**src/design/mwss_pkg.sv**
```systemverilog
package mwss_pkg;

   localparam int TableDepth = 256;
   localparam int IdxWidth = $clog2(TableDepth);
   localparam int CntWidth = $clog2(TableDepth + 1);
   localparam int SymWidth = 21;
   localparam int WgtWidth = 16;
   localparam int RndWidth = 32;
   localparam int SumWidth = 32;
   localparam int LenWidth = 8;
   localparam int KeyWidth = 2 * SymWidth;
   localparam int DivCntWidth = $clog2(RndWidth + 1);

   localparam logic [1:0] CMD_LOAD = 2'd0;
   localparam logic [1:0] CMD_CLEAR = 2'd1;
   localparam logic [1:0] CMD_SAMPLE = 2'd2;

   localparam logic [LenWidth-1:0] MaxLengthReset = LenWidth'(32);

   // controller to datapath commands
   typedef struct packed {
      logic capture;     // latch the request and start a step
      logic load_entry;  // write the latched entry
      logic clear_table; // drop all entries
      logic sum_clear;   // reset the sum and scan index
      logic sum_step;    // accumulate one entry
      logic div_start;   // start the modulo reduction
      logic div_step;    // one restoring division step
      logic pick_clear;  // reset scan index for the pick pass
      logic pick_step;   // test one entry
      logic finish_miss; // post a not-found sample result
      logic finish_hit;  // post a sample result and advance or reset the context
      logic finish_misc; // post a load, clear or unused result
   } mwss_cmd_type;

   // datapath to controller status
   typedef struct packed {
      logic [1:0] cmd;
      logic       table_full;
      logic       scan_done;
      logic       sum_zero;
      logic       div_done;
      logic       found;
   } mwss_stat_type;

endpackage

```
**src/design/mwss_control.sv**
```systemverilog
module mwss_control (
   input  logic                    clock,
   input  logic                    reset,
   input  logic                    req_valid,
   output logic                    req_ready,
   output logic                    post,
   input  logic                    slot_free,
   input  mwss_pkg::mwss_stat_type stat,
   output mwss_pkg::mwss_cmd_type  ctl
);
   import mwss_pkg::*;

   localparam logic [2:0] S_IDLE = 3'd0;
   localparam logic [2:0] S_DECODE = 3'd1;
   localparam logic [2:0] S_SUM = 3'd2;
   localparam logic [2:0] S_DIV = 3'd3;
   localparam logic [2:0] S_PICK = 3'd4;
   localparam logic [2:0] S_POST = 3'd5;

   logic [2:0] state_ff, state_in;
   logic miss_ff, miss_in;

   assign req_ready = (state_ff == S_IDLE);

   always_comb begin
      state_in = state_ff;
      miss_in = miss_ff;
      ctl = '0;
      post = 1'b0;
      case (state_ff)
         S_IDLE: begin
            if (req_valid) begin
               ctl.capture = 1'b1;
               state_in = S_DECODE;
            end
         end
         S_DECODE: begin
            if (stat.cmd == CMD_SAMPLE) begin
               ctl.sum_clear = 1'b1;
               state_in = S_SUM;
            end else begin
               state_in = S_POST;
            end
         end
         S_SUM: begin
            ctl.sum_step = 1'b1;
            if (stat.scan_done) begin
               ctl.sum_step = 1'b0;
               miss_in = stat.sum_zero;
               ctl.div_start = 1'b1;
               state_in = stat.sum_zero ? S_POST : S_DIV;
            end
         end
         S_DIV: begin
            if (stat.div_done) begin
               ctl.pick_clear = 1'b1;
               state_in = S_PICK;
            end else begin
               ctl.div_step = 1'b1;
            end
         end
         S_PICK: begin
            ctl.pick_step = 1'b1;
            if (stat.scan_done || stat.found) begin
               ctl.pick_step = 1'b0;
               state_in = S_POST;
            end
         end
         S_POST: begin
            if (slot_free) begin
               post = 1'b1;
               state_in = S_IDLE;
               if (stat.cmd != CMD_SAMPLE) begin
                  ctl.finish_misc = 1'b1;
                  ctl.load_entry = (stat.cmd == CMD_LOAD) && !stat.table_full;
                  ctl.clear_table = (stat.cmd == CMD_CLEAR);
               end else if (miss_ff) begin
                  ctl.finish_miss = 1'b1;
               end else begin
                  ctl.finish_hit = 1'b1;
               end
            end
         end
         default: state_in = S_IDLE;
      endcase
   end

   always_ff @(posedge clock) begin
      if (reset) begin
         state_ff <= S_IDLE;
         miss_ff <= 1'b0;
      end else begin
         state_ff <= state_in;
         miss_ff <= miss_in;
      end
   end

endmodule

```
**config.mk**
```make
export PLATFORM = sky130hd
export DESIGN_NAME = mwss_control
export DESIGN_NICKNAME = d
export VERILOG_FILES = /design/src/design/mwss_pkg.sv /design/src/design/mwss_control.sv
export SDC_FILE = /design/constraint.sdc
export NUM_CORES = 1
export LEC_CHECK = 0
export BUFFER_PORTS_ARGS = -buffer_cell sky130_fd_sc_hd__buf_2
export CAP_MARGIN = 10
export CELL_PAD_IN_SITES_DETAIL_PLACEMENT = 0
export CELL_PAD_IN_SITES_GLOBAL_PLACEMENT = 1
export CORE_MARGIN = 2
export CORE_UTILIZATION = 27
export CTS_CLUSTER_DIAMETER = 60
export DETAILED_ROUTE_END_ITERATION = 16
export GPL_TIMING_DRIVEN = 0
export PLACE_DENSITY = 0.86
export SLEW_MARGIN = 10
export SYNTH_ARGS = -nofsm -noshare
export SYNTH_HDL_FRONTEND = slang
export SYNTH_SLANG_ARGS = --single-unit
```
**constraint.sdc**
```tcl
create_clock -name clock -period 1.9 [get_ports clock]
set_input_delay 0.38 -clock clock [delete_from_list [all_inputs] [get_ports clock]]
set_output_delay 0.38 -clock clock [all_outputs]
set_load 0.05 [all_outputs]
```
==> flow_metrics.py, run 1 <==
metrics = {
    "run_status": {
        "outcome": "completed",
    },
    "synthesis": {
        "syn_nets": 64,
        "yosys.area.top_type": "dfxtp_1",
        "async_flop_share": 0,
        "synthCells": 53,
        "yosys_most_used_dff": "dfxtp_1",
        "synthTopCellsByArea": "dfxtp_1 21%, nor2_1 5.8%, nand2_1 4.9%",
        "synth_edf_count": 0,
        "synth_top_area_frac": 0.208,
        "ys_seq_area_frac": 0.208,
        "yosys_register_bits": 4,
        "yosys_warnings": 0,
        "syn_avg_cell_area_sq_um": 7.27,
        "yosysUniqueCellTypes": 27,
        "netlist_area_sq_um": 385,
    },
    "timing": {
        "fin_worst_skew_ps": 5.25,
        "tightest_slew_ps": 353,
        "period_needed_ps": 1800,
        "rsz0062_at_grt": "false",
        "maxSlewViolCount": 0,
        "max_slew_margin": 0.764,
        "setup_ws_ps": 96.6,
        "final-setup-viol-count": 0,
        "finalCritPeriodShare": 0.949,
        "hold_viol_final": 0,
        "timing.fmax_mhz": 554,
        "fin_tns_setup_ps": 0,
    },
    "clock_network": {
        "cts_root_buffer": "clkbuf_4",
        "cts_made_buffers": 3,
        "cts_tree": "built",
        "cts_max_level": 1,
        "insertion_delay_ps": 230,
        "path_clk_slew_ps": 40,
        "cts.sinks": 4,
        "clockBufferDepth": 2,
        "hold_buffers": 0,
        "post_cts_buffers": 0,
    },
    "final_layout": {
        "layout.cells.non_filler": 95,
        "final_nets": 93,
        "n_fill_cell": 135,
        "drive_above_1_share": 0.525,
        "final_area_sq_um": 597,
        "num_antenna_cells": 0,
        "area_delta_synth_final_pct": 54.9,
    },
    "power_and_ir_drop": {
        "combPwrFrac": 0.604,
        "seqPwrFrac": 0.215,
        "internal_power_uw": 294,
        "powerDensity_nw_per_um2": 961,
        "power.switching_uw": 279,
        "p_clk_frac": 0.181,
        "total_leakage_power_nw": 0.285,
        "power.share.switching": 0.487,
        "vdd_ir_drop_max_v": 0.000534,
    },
    "worst_setup_path": {
        "crit_path_end_kind": "output port",
        "crit_chain": "buf_6 -> nor2b_2 -> nand3_4 -> clkinvlp_4 -> and3_2 -> buf_4",
        "cp_top_family": "simple AND/OR/NAND/NOR gates",
        "path_buf_inv": 3,
        "cp-start-kind": "flop",
        "max_stage_delay_ps": 300,
        "worstPathRequired_ps": 1520,
        "crit_fanout": 10,
        "crit_slowest_cell": "dfxtp_1",
        "worst-setup-path-type": "flop to output port",
        "worstPathArrival_ps": 1420,
    },
    "detailed_routing": {
        "wl_mm": 1.11,
        "drtIter0Drc": 6,
        "drtAntennaViolNets": 0,
        "drt_first_pass_iters": 2,
        "wl_per_cell_um": 11.7,
        "vias": 466,
        "drcViolationCount": 0,
        "avgViaCountPerCell": 4.91,
    },
    "floorplanning": {
        "die_h_um": 41.8,
        "dieWidth_um": 41.8,
        "core-area_sq_um": 1320,
        "start_util": 0.292,
        "die_area_sq_um": 1750,
        "pin_count": 25,
        "placementRows": 13,
    },
    "grt": {
        "grt_max_degree": 11,
        "grt_pass1_wl_mm": 1.70,
        "antenna_found_initial": 0,
        "grt_pass1_vias": 404,
        "grt_remaining_overflow": 0,
        "gr-usage-all-layers": 0.125,
    },
    "placed_design": {
        "io_buffers": 24,
        "post-place-cells": 92,
        "dpl-instance-area_sq_um": 551,
        "gp_congestion": 0.790,
        "dp_hpwl_um": 803,
        "dp_worst_setup_slack_ps": 66.0,
    },
    "job": {
        "drv_cap": 0,
    },
    "hold_path": {
        "min_path_type": "primary input to flop",
    },
}
[power by group through the flow]
| stage | sequential (mW) | combinational, mW | clock [mW] |
|---|---|---|---|
| floorplan | 0.116 | 0.267 | 0 |
| global route | 0.128 | 0.371 | 0.118 |
| finish | 0.123 | 0.346 | 0.104 |
| global placement | 0.123 | 0.332 | 0 |
| CTS | 0.124 | 0.337 | 0.108 |
| detailed placement | 0.123 | 0.334 | 0 |
[cell type report]
type,count,area (sq um),share of cell area
multi-input combinational,44,304,0.509
timing repair buffer,24,128,0.214
buffer,3,31.3,0.0524
sequential,4,81.3,0.136
tap,15,18.8,0.0314
inverter,2,11.3,0.0189
clock buffer,3,22.5,0.0377
[sequential cells by signal (all words and copies together), names as in the netlist]
name      count
miss_ff       1
state_ff      3
[worst register-to-register path: stages, from the launching register on]
cell      delay, ps
dfxtp_2         340
or3_1           390
a21oi_2         170
a311oi_2         80
a32o_1          220
[path summary, 6_finish.rpt]
| check | start | end | slack [ps] | cells after the start |
|---|---|---|---|---|
| worst min-delay path | reset | state_ff[1]$_SDFFE_PP0P_ | 380 | 2 |
| worst max register to register | state_ff[0]$_SDFFE_PP0P_ | state_ff[2]$_SDFFE_PP0P_ | 600 | 4 |
| worst max-delay path | state_ff[1]$_SDFFE_PP0P_ | ctl[2] | 100 | 6 |
| worst min register to register | miss_ff$_SDFFE_PP0P_ | miss_ff$_SDFFE_PP0P_ | 510 | 2 |
[cells in the mapped netlist (2+ instances only)]
cell	number
a21oi_1	2
nand3b_1	2
and2_1	2
dfxtp_1	4
nand2b_1	3
nor4_1	3
and3_1	2
o21ai_0	3
nand2_1	5
nor2b_1	2
inv_1	2
nor2_1	6
nor3_1	3
[repair_timing]
action | 4_1_cts | 5_1_grt
gates resized for setup | 3 | 5
endpoints found under the setup margin | 6 | 5
pin swaps | 0 | 1
[metrics by stage]
stage / utilization / total power, mW / hold WS (ps)
finish: 0.453 / 0.573 / 385
detailed placement: 0.418 / 0.457 / 515
global placement: 0.418 / 0.455 / 505
floorplan: - / 0.383 / 449
global route: 0.453 / 0.617 / 389
CTS: 0.442 / 0.569 / 379
[logic make-up (layout without fill, tap and decap cells)]
family / after synthesis / count (layout) / synth area share
AND/OR/NAND/NOR: 33 / 33 / 0.474
flip-flops: 4 / 4 / 0.208
buffers and inverters: 5 / 32 / 0.101
AO/OA/AOI/OAI: 10 / 10 / 0.192
multiplexers: 1 / 1 / 0.0260
[per-layer routing]
metal  vias to the layer above  track usage  part of all wire
met3                         0       0.0609             0.043
met4                         0       0.0194                 0
met5                         -            0                 0
met2                         7        0.206              0.53
met1                       216        0.147              0.43
li1                        243            -                 -
[placed cells by master, fill, tap and decap left out, types with 2 or more instances in the layout]
| cell | synthesis | routed |
|---|---|---|
| nor3_2 | 0 | 2 |
| a21oi_1 | 2 | 2 |
| and2_1 | 2 | 2 |
| nor2_1 | 6 | 6 |
| dfxtp_1 | 4 | 3 |
| nand2_1 | 5 | 5 |
| buf_2 | 0 | 21 |
| clkbuf_4 | 0 | 4 |
| nand2b_1 | 3 | 3 |
| nand3b_1 | 2 | 2 |
| o21ai_0 | 3 | 3 |
| nor4_1 | 3 | 2 |
| buf_4 | 1 | 3 |
(Power assumes the default switching activity.)
==> inputs of run 2 (changes only) <==
Settings changed: ABC_AREA set to 1, CORE_UTILIZATION 27 to 25, PLACE_DENSITY 0.86 to 0.87.
==> flow_metrics.py, run 2 <==
metrics = {
    "placed_design": {
        "gp_congestion": 0.753,
        "dpl-instance-area_sq_um": 519,
        "post-place-cells": 109,
        "dp_hpwl_um": 766,
        "io_buffers": 24,
    },
    "clock_network": {
        "insertion_delay_ps": 230,
        "cts.sinks": 4,
        "cts_root_buffer": "clkbuf_4",
        "hold_buffers": 0,
        "cts_made_buffers": 3,
        "post_cts_buffers": 0,
        "cts_max_level": 1,
        "cts_resized": 5,
        "clockBufferDepth": 2,
        "path_clk_slew_ps": 40,
        "cts_tree": "built",
    },
    "synthesis": {
        "syn_avg_cell_area_sq_um": 5.27,
        "yosys_warnings": 0,
        "synth_common_cells": "17 x nor2_1, 14 x inv_1, 13 x nand2_1, 6 x nand3_1",
        "yosysMostFrequentCell": "nor2_1",
        "ys_seq_area_frac": 0.217,
        "synthCells": 70,
        "async_flop_share": 0,
        "synth_top_area_frac": 0.217,
        "syn_nets": 81,
        "synth_edf_count": 0,
        "netlist_area_sq_um": 369,
        "yosys.area.top_type": "dfxtp_1",
        "yosys_most_used_dff": "dfxtp_1",
        "yosys_register_bits": 4,
        "synthTopCellsByArea": "dfxtp_1 22%, nor2_1 17%, inv_1 14%",
        "yosysUniqueCellTypes": 14,
    },
    "timing": {
        "hold_viol_final": 0,
        "timing.fmax_mhz": 549,
        "maxSlewViolCount": 0,
        "timing.hold.ws_ps": 331,
        "final-setup-viol-count": 0,
        "max_slew_margin": 0.844,
        "fin_worst_skew_ps": 0.476,
        "finalCritPeriodShare": 0.959,
        "fin_tns_setup_ps": 0,
        "period_needed_ps": 1820,
        "tightest_slew_ps": 234,
    },
    "power_and_ir_drop": {
        "powerDensity_nw_per_um2": 1400,
        "power.switching_uw": 452,
        "p_clk_frac": 0.130,
        "power.share.switching": 0.577,
        "internal_power_uw": 332,
        "vdd_ir_drop_max_v": 0.000592,
        "seqPwrFrac": 0.214,
        "total_leakage_power_nw": 0.352,
        "combPwrFrac": 0.656,
    },
    "final_layout": {
        "largest_reg_flops": 3,
        "area_delta_synth_final_pct": 51.5,
        "layout.cells.non_filler": 112,
        "final_common_cell": "buf_2",
        "final_area_sq_um": 559,
        "final_core_util": 0.419,
        "top_regs": "state_ff x3, miss_ff x1",
        "top_register": "state_ff",
        "layout_common_cells": "19 x buf_2, 17 x nor2_1, 14 x inv_1",
        "final_nets": 110,
        "num_antenna_cells": 0,
        "drive_above_1_share": 0.371,
    },
    "grt": {
        "grt_pass1_wl_mm": 1.49,
        "antenna_found_initial": 0,
        "gr-usage-all-layers": 0.106,
        "grt_max_degree": 9,
        "grt_pass1_vias": 408,
        "grt_remaining_overflow": 0,
    },
    "detailed_routing": {
        "vias": 497,
        "drcViolationCount": 0,
        "drtIter0Drc": 8,
        "drtAntennaViolNets": 0,
        "wl_um": 951,
        "avgViaCountPerCell": 4.44,
        "wl_per_cell_um": 8.49,
        "drt_first_pass_iters": 4,
    },
    "hold_path": {
        "min_path_type": "primary input to flop",
    },
    "worst_setup_path": {
        "crit_fanout": 8,
        "cp-start-kind": "flop",
        "cp_top_family": "flip-flops",
        "crit_slowest_cell": "dfxtp_2",
        "path_buf_inv": 2,
        "worstPathRequired_ps": 1520,
        "max_stage_delay_ps": 390,
        "worstPathArrival_ps": 1440,
        "crit_chain": "inv_2 -> nor3_1 -> nand2_2 -> a21oi_1 -> clkbuf_4",
        "worst-setup-path-type": "flop to output port",
        "crit_path_end_kind": "output port",
    },
    "floorplanning": {
        "dieWidth_um": 42.4,
        "start_util": 0.277,
        "placementRows": 13,
        "pin_count": 25,
        "die_area_sq_um": 1800,
        "core-area_sq_um": 1330,
        "die_h_um": 42.4,
    },
    "job": {
        "drv_cap": 0,
    },
    "run_status": {
        "outcome": "completed",
    },
}
[run 2: cell count changes after synthesis, sizes merged, moves of 2 or more]
cell	change
nor2	+12
and2	-2
nor4	-2
nor2b	-2
nand3	+5
nand2b	-4
and3	-2
buf	-2
inv	+13
nand3b	-2
nand2	+10
[run 2: layout make-up]
type                       instances  area [sq um]
fill                             157           774
multi-input combinational         51           246
timing repair buffer              24           133
sequential                         4          82.6
inverter                          15          56.3
clock buffer                       3          22.5
tap                               15          18.8
[run 2: metrics by stage]
| stage | setup slack, ps | power, mW |
|---|---|---|
| 2_1_floorplan | -321 | 0.571 |
| 3_3_place_gp | 184 | 0.677 |
| 3_5_place_dp | 181 | 0.675 |
| 4_1_cts | 10.2 | 0.786 |
| 5_1_grt | -21.0 | 0.851 |
| 6_report | 77.6 | 0.783 |
[run 2: logic make-up after synthesis]
| family | after synthesis | synth area share |
|---|---|---|
| compound gates | 6 | 0.0881 |
| buf+inv | 15 | 0.153 |
| flops | 4 | 0.217 |
| simple gates | 45 | 0.542 |
[run 2: worst paths after layout]
kind | slack (ps) | startpoint | cells after the start | to
worst max-delay path | 80 | state_ff[2]$_SDFFE_PP0P_ | 5 | ctl[0]
worst min-delay path | 330 | reset | 2 | miss_ff$_SDFFE_PP0P_
worst max register to register | 700 | state_ff[1]$_SDFFE_PP0P_ | 7 | state_ff[2]$_SDFFE_PP0P_
worst min register to register | 510 | miss_ff$_SDFFE_PP0P_ | 2 | miss_ff$_SDFFE_PP0P_
[run 2: per-layer routing]
metal  GRT usage  share of wire
met5           0              0
met4      0.0750              0
met3      0.0129          0.043
met2       0.178           0.52
met1       0.123           0.44
[run 2: power by group through the flow]
| stage | Clock, mW | Sequential (mW) | Combinational, mW |
|---|---|---|---|
| after floorplan | 0 | 0.153 | 0.418 |
| after global placement | 0 | 0.165 | 0.511 |
| after detailed placement | 0 | 0.165 | 0.510 |
| after CTS | 0.108 | 0.165 | 0.513 |
| after global routing | 0.115 | 0.176 | 0.561 |
| final | 0.102 | 0.168 | 0.514 |
[run 2: worst reg2reg max path: cells and delay by family (launching register included)]
family | cells | cell delay (ps)
simple gates | 5 | 500
flops | 1 | 360
buf+inv | 1 | 100
compound gates | 1 | 180
==> inputs of run 3 (changes only) <==
--- a/config.mk
+++ b/config.mk
@@ -7,3 +7,2 @@
 export LEC_CHECK = 0
-export ABC_AREA = 1
 export BUFFER_PORTS_ARGS = -buffer_cell sky130_fd_sc_hd__buf_2
@@ -13,3 +12,3 @@
 export CORE_MARGIN = 2
-export CORE_UTILIZATION = 25
+export CORE_UTILIZATION = 27
 export CTS_CLUSTER_DIAMETER = 60
@@ -17,3 +16,3 @@
 export GPL_TIMING_DRIVEN = 0
-export PLACE_DENSITY = 0.87
+export PLACE_DENSITY = 0.86
 export SLEW_MARGIN = 10
--- a/constraint.sdc
+++ b/constraint.sdc
@@ -3,2 +3,2 @@
 set_output_delay 0.38 -clock clock [all_outputs]
-set_load 0.05 [all_outputs]
+set_load 0.02 [all_outputs]
==> flow_metrics.py, run 3 (synthesis gave the netlist of run 1 again) <==
metrics = {
    "timing": {
        "final-setup-viol-count": 0,
        "maxSlewViolCount": 0,
        "max_slew_margin": 0.777,
        "timing.fmax_mhz": 559,
        "hold_viol_final": 0,
        "rsz0062_at_grt": "false",
        "finalCritPeriodShare": 0.941,
        "period_needed_ps": 1790,
        "fin_tns_setup_ps": 0,
        "tightest_slew_ps": 334,
        "fin_worst_skew_ps": 2.22,
        "timing.hold.ws_ps": 378,
    },
    "hold_path": {
        "min_to": "miss_ff$_SDFFE_PP0P_",
        "min_path_type": "primary input to flop",
        "hold_depth": 2,
        "hold_start": "reset",
    },
    "detailed_routing": {
        "drtIter0Drc": 6,
        "drcViolationCount": 0,
        "vias": 461,
        "drtAntennaViolNets": 0,
        "drt_first_pass_iters": 2,
        "wl_per_cell_um": 10.7,
        "wl_mm": 1.01,
        "avgViaCountPerCell": 4.85,
    },
    "clock_network": {
        "path_clk_slew_ps": 40,
        "insertion_delay_ps": 230,
        "cts_tree": "built",
        "cts_max_level": 1,
        "hold_buffers": 0,
        "cts_made_buffers": 3,
        "clockBufferDepth": 2,
        "cts_root_buffer": "clkbuf_4",
        "cts.sinks": 4,
    },
    "power_and_ir_drop": {
        "power.switching_uw": 204,
        "p_clk_frac": 0.213,
        "power.share.switching": 0.415,
        "powerDensity_nw_per_um2": 887,
        "finalPower_uw": 492,
        "total_leakage_power_nw": 0.292,
        "vdd_ir_drop_max_v": 0.000513,
        "combPwrFrac": 0.542,
        "internal_power_uw": 287,
        "seqPwrFrac": 0.245,
    },
    "worst_setup_path": {
        "crit_fanout": 10,
        "max_stage_delay_ps": 420,
        "crit_slowest_cell": "dfxtp_1",
        "worstPathRequired_ps": 1520,
        "crit-reg2reg-launch": "state_ff[0]$_SDFFE_PP0P_",
        "crit_path_end_kind": "output port",
        "cp-start-kind": "flop",
        "r2r_slack_ps": 570,
        "crit_chain": "dlymetal6s2s_1 -> nor3_1 -> and2_1 -> buf_2",
        "worst-setup-path-type": "flop to output port",
        "r2r_end": "state_ff[2]$_SDFFE_PP0P_",
        "worstPathArrival_ps": 1410,
        "reg2reg_depth": 4,
    },
    "floorplanning": {
        "dieWidth_um": 41.8,
        "start_util": 0.292,
        "pin_count": 25,
        "placementRows": 13,
        "die_area_sq_um": 1750,
        "die_h_um": 41.8,
        "core-area_sq_um": 1320,
    },
    "final_layout": {
        "final_nets": 93,
        "area_delta_synth_final_pct": 43.8,
        "top_regs": "state_ff x3, miss_ff x1",
        "final_common_cell": "buf_2",
        "final_core_util": 0.421,
        "layout_common_cells": "24 x buf_2, 6 x nor2_1, 5 x nand2_1",
        "largest_reg_flops": 3,
        "num_antenna_cells": 0,
        "drive_above_1_share": 0.438,
        "top_register": "state_ff",
        "layout.cells.non_filler": 95,
    },
    "grt": {
        "grt_max_degree": 11,
        "antenna_found_initial": 0,
        "grt_pass1_vias": 389,
        "gr-usage-all-layers": 0.122,
        "grt_remaining_overflow": 0,
        "grt_pass1_wl_mm": 1.67,
    },
    "placed_design": {
        "gp_congestion": 0.802,
        "io_buffers": 24,
        "post-place-cells": 92,
        "dp_hpwl_um": 773,
    },
    "job": {
        "drv_cap": 0,
    },
    "run_status": {
        "outcome": "completed",
    },
}
==> run 3: cell types whose count changed in the layout (fill, tap and decap cells not counted), moves of 3 or more <==
| cell | delta |
|---|---|
| inv_1 | -12 |
| nand2b_1 | +3 |
| buf_4 | -3 |
| nand2_1 | -7 |
| buf_2 | +5 |
| nand2_2 | -3 |
| nor4_1 | +3 |
| nor2_1 | -11 |
| nand3_1 | -6 |
==> run 3: repair_timing <==
action,CTS,global route
setup endpoints to repair,0,5
gates resized for setup,0,2
buffers inserted,0,0
==> run 3: worst max-delay path: cells and delay by family (launching register included) <==
kind	cells	cell delay, ps
buffers and inverters	2	490
flip-flops	1	420
AND/OR/NAND/NOR	2	260
==> run 3: worst max-delay path by stage <==
stage / startpoint / endpoint / depth (start not counted)
2_1_floorplan: state_ff[0]$_SDFFE_PP0P_ / ctl[11] / 3
3_3_place_gp: state_ff[0]$_SDFFE_PP0P_ / ctl[2] / 5
3_5_place_dp: state_ff[0]$_SDFFE_PP0P_ / ctl[2] / 5
4_1_cts: state_ff[0]$_SDFFE_PP0P_ / ctl[10] / 4
5_1_grt: state_ff[0]$_SDFFE_PP0P_ / ctl[11] / 4
6_report: state_ff[0]$_SDFFE_PP0P_ / ctl[11] / 4
==> run 3: area by class of cell <==
cell class | instances | area (sq um)
Timing Repair Buffer | 24 | 120
Fill cell | 134 | 763
Buffer | 3 | 31.3
Clock buffer | 3 | 22.5
Tap cell | 15 | 18.8
Sequential cell | 4 | 80.1
Inverter | 2 | 7.51
Multi-Input combinational cell | 44 | 274
==> run 3: layer usage <==
layer  track usage  vias up  wire (um)
met4        0.0194        0          0
met5             0        -          0
met1         0.167      208        505
met2         0.169       12        439
met3        0.0696        0         67
li1              -      241          -
==> run 3: power by group through the flow <==
stage          Combinational, mW  Sequential, mW  Clock [mW]
2_1_floorplan              0.195           0.115           0
6_report                   0.266           0.120       0.105
4_1_cts                    0.262           0.121       0.108
3_3_place_gp               0.260           0.122           0
3_5_place_dp               0.261           0.123           0
5_1_grt                    0.291           0.123       0.114
==> run 3: through the flow <==
step,setup WS [ps],area (sq um)
3_5_place_dp,303,524
5_1_grt,0.366,554
4_1_cts,64.4,547
2_1_floorplan,102,385
6_report,111,554
3_3_place_gp,332,524
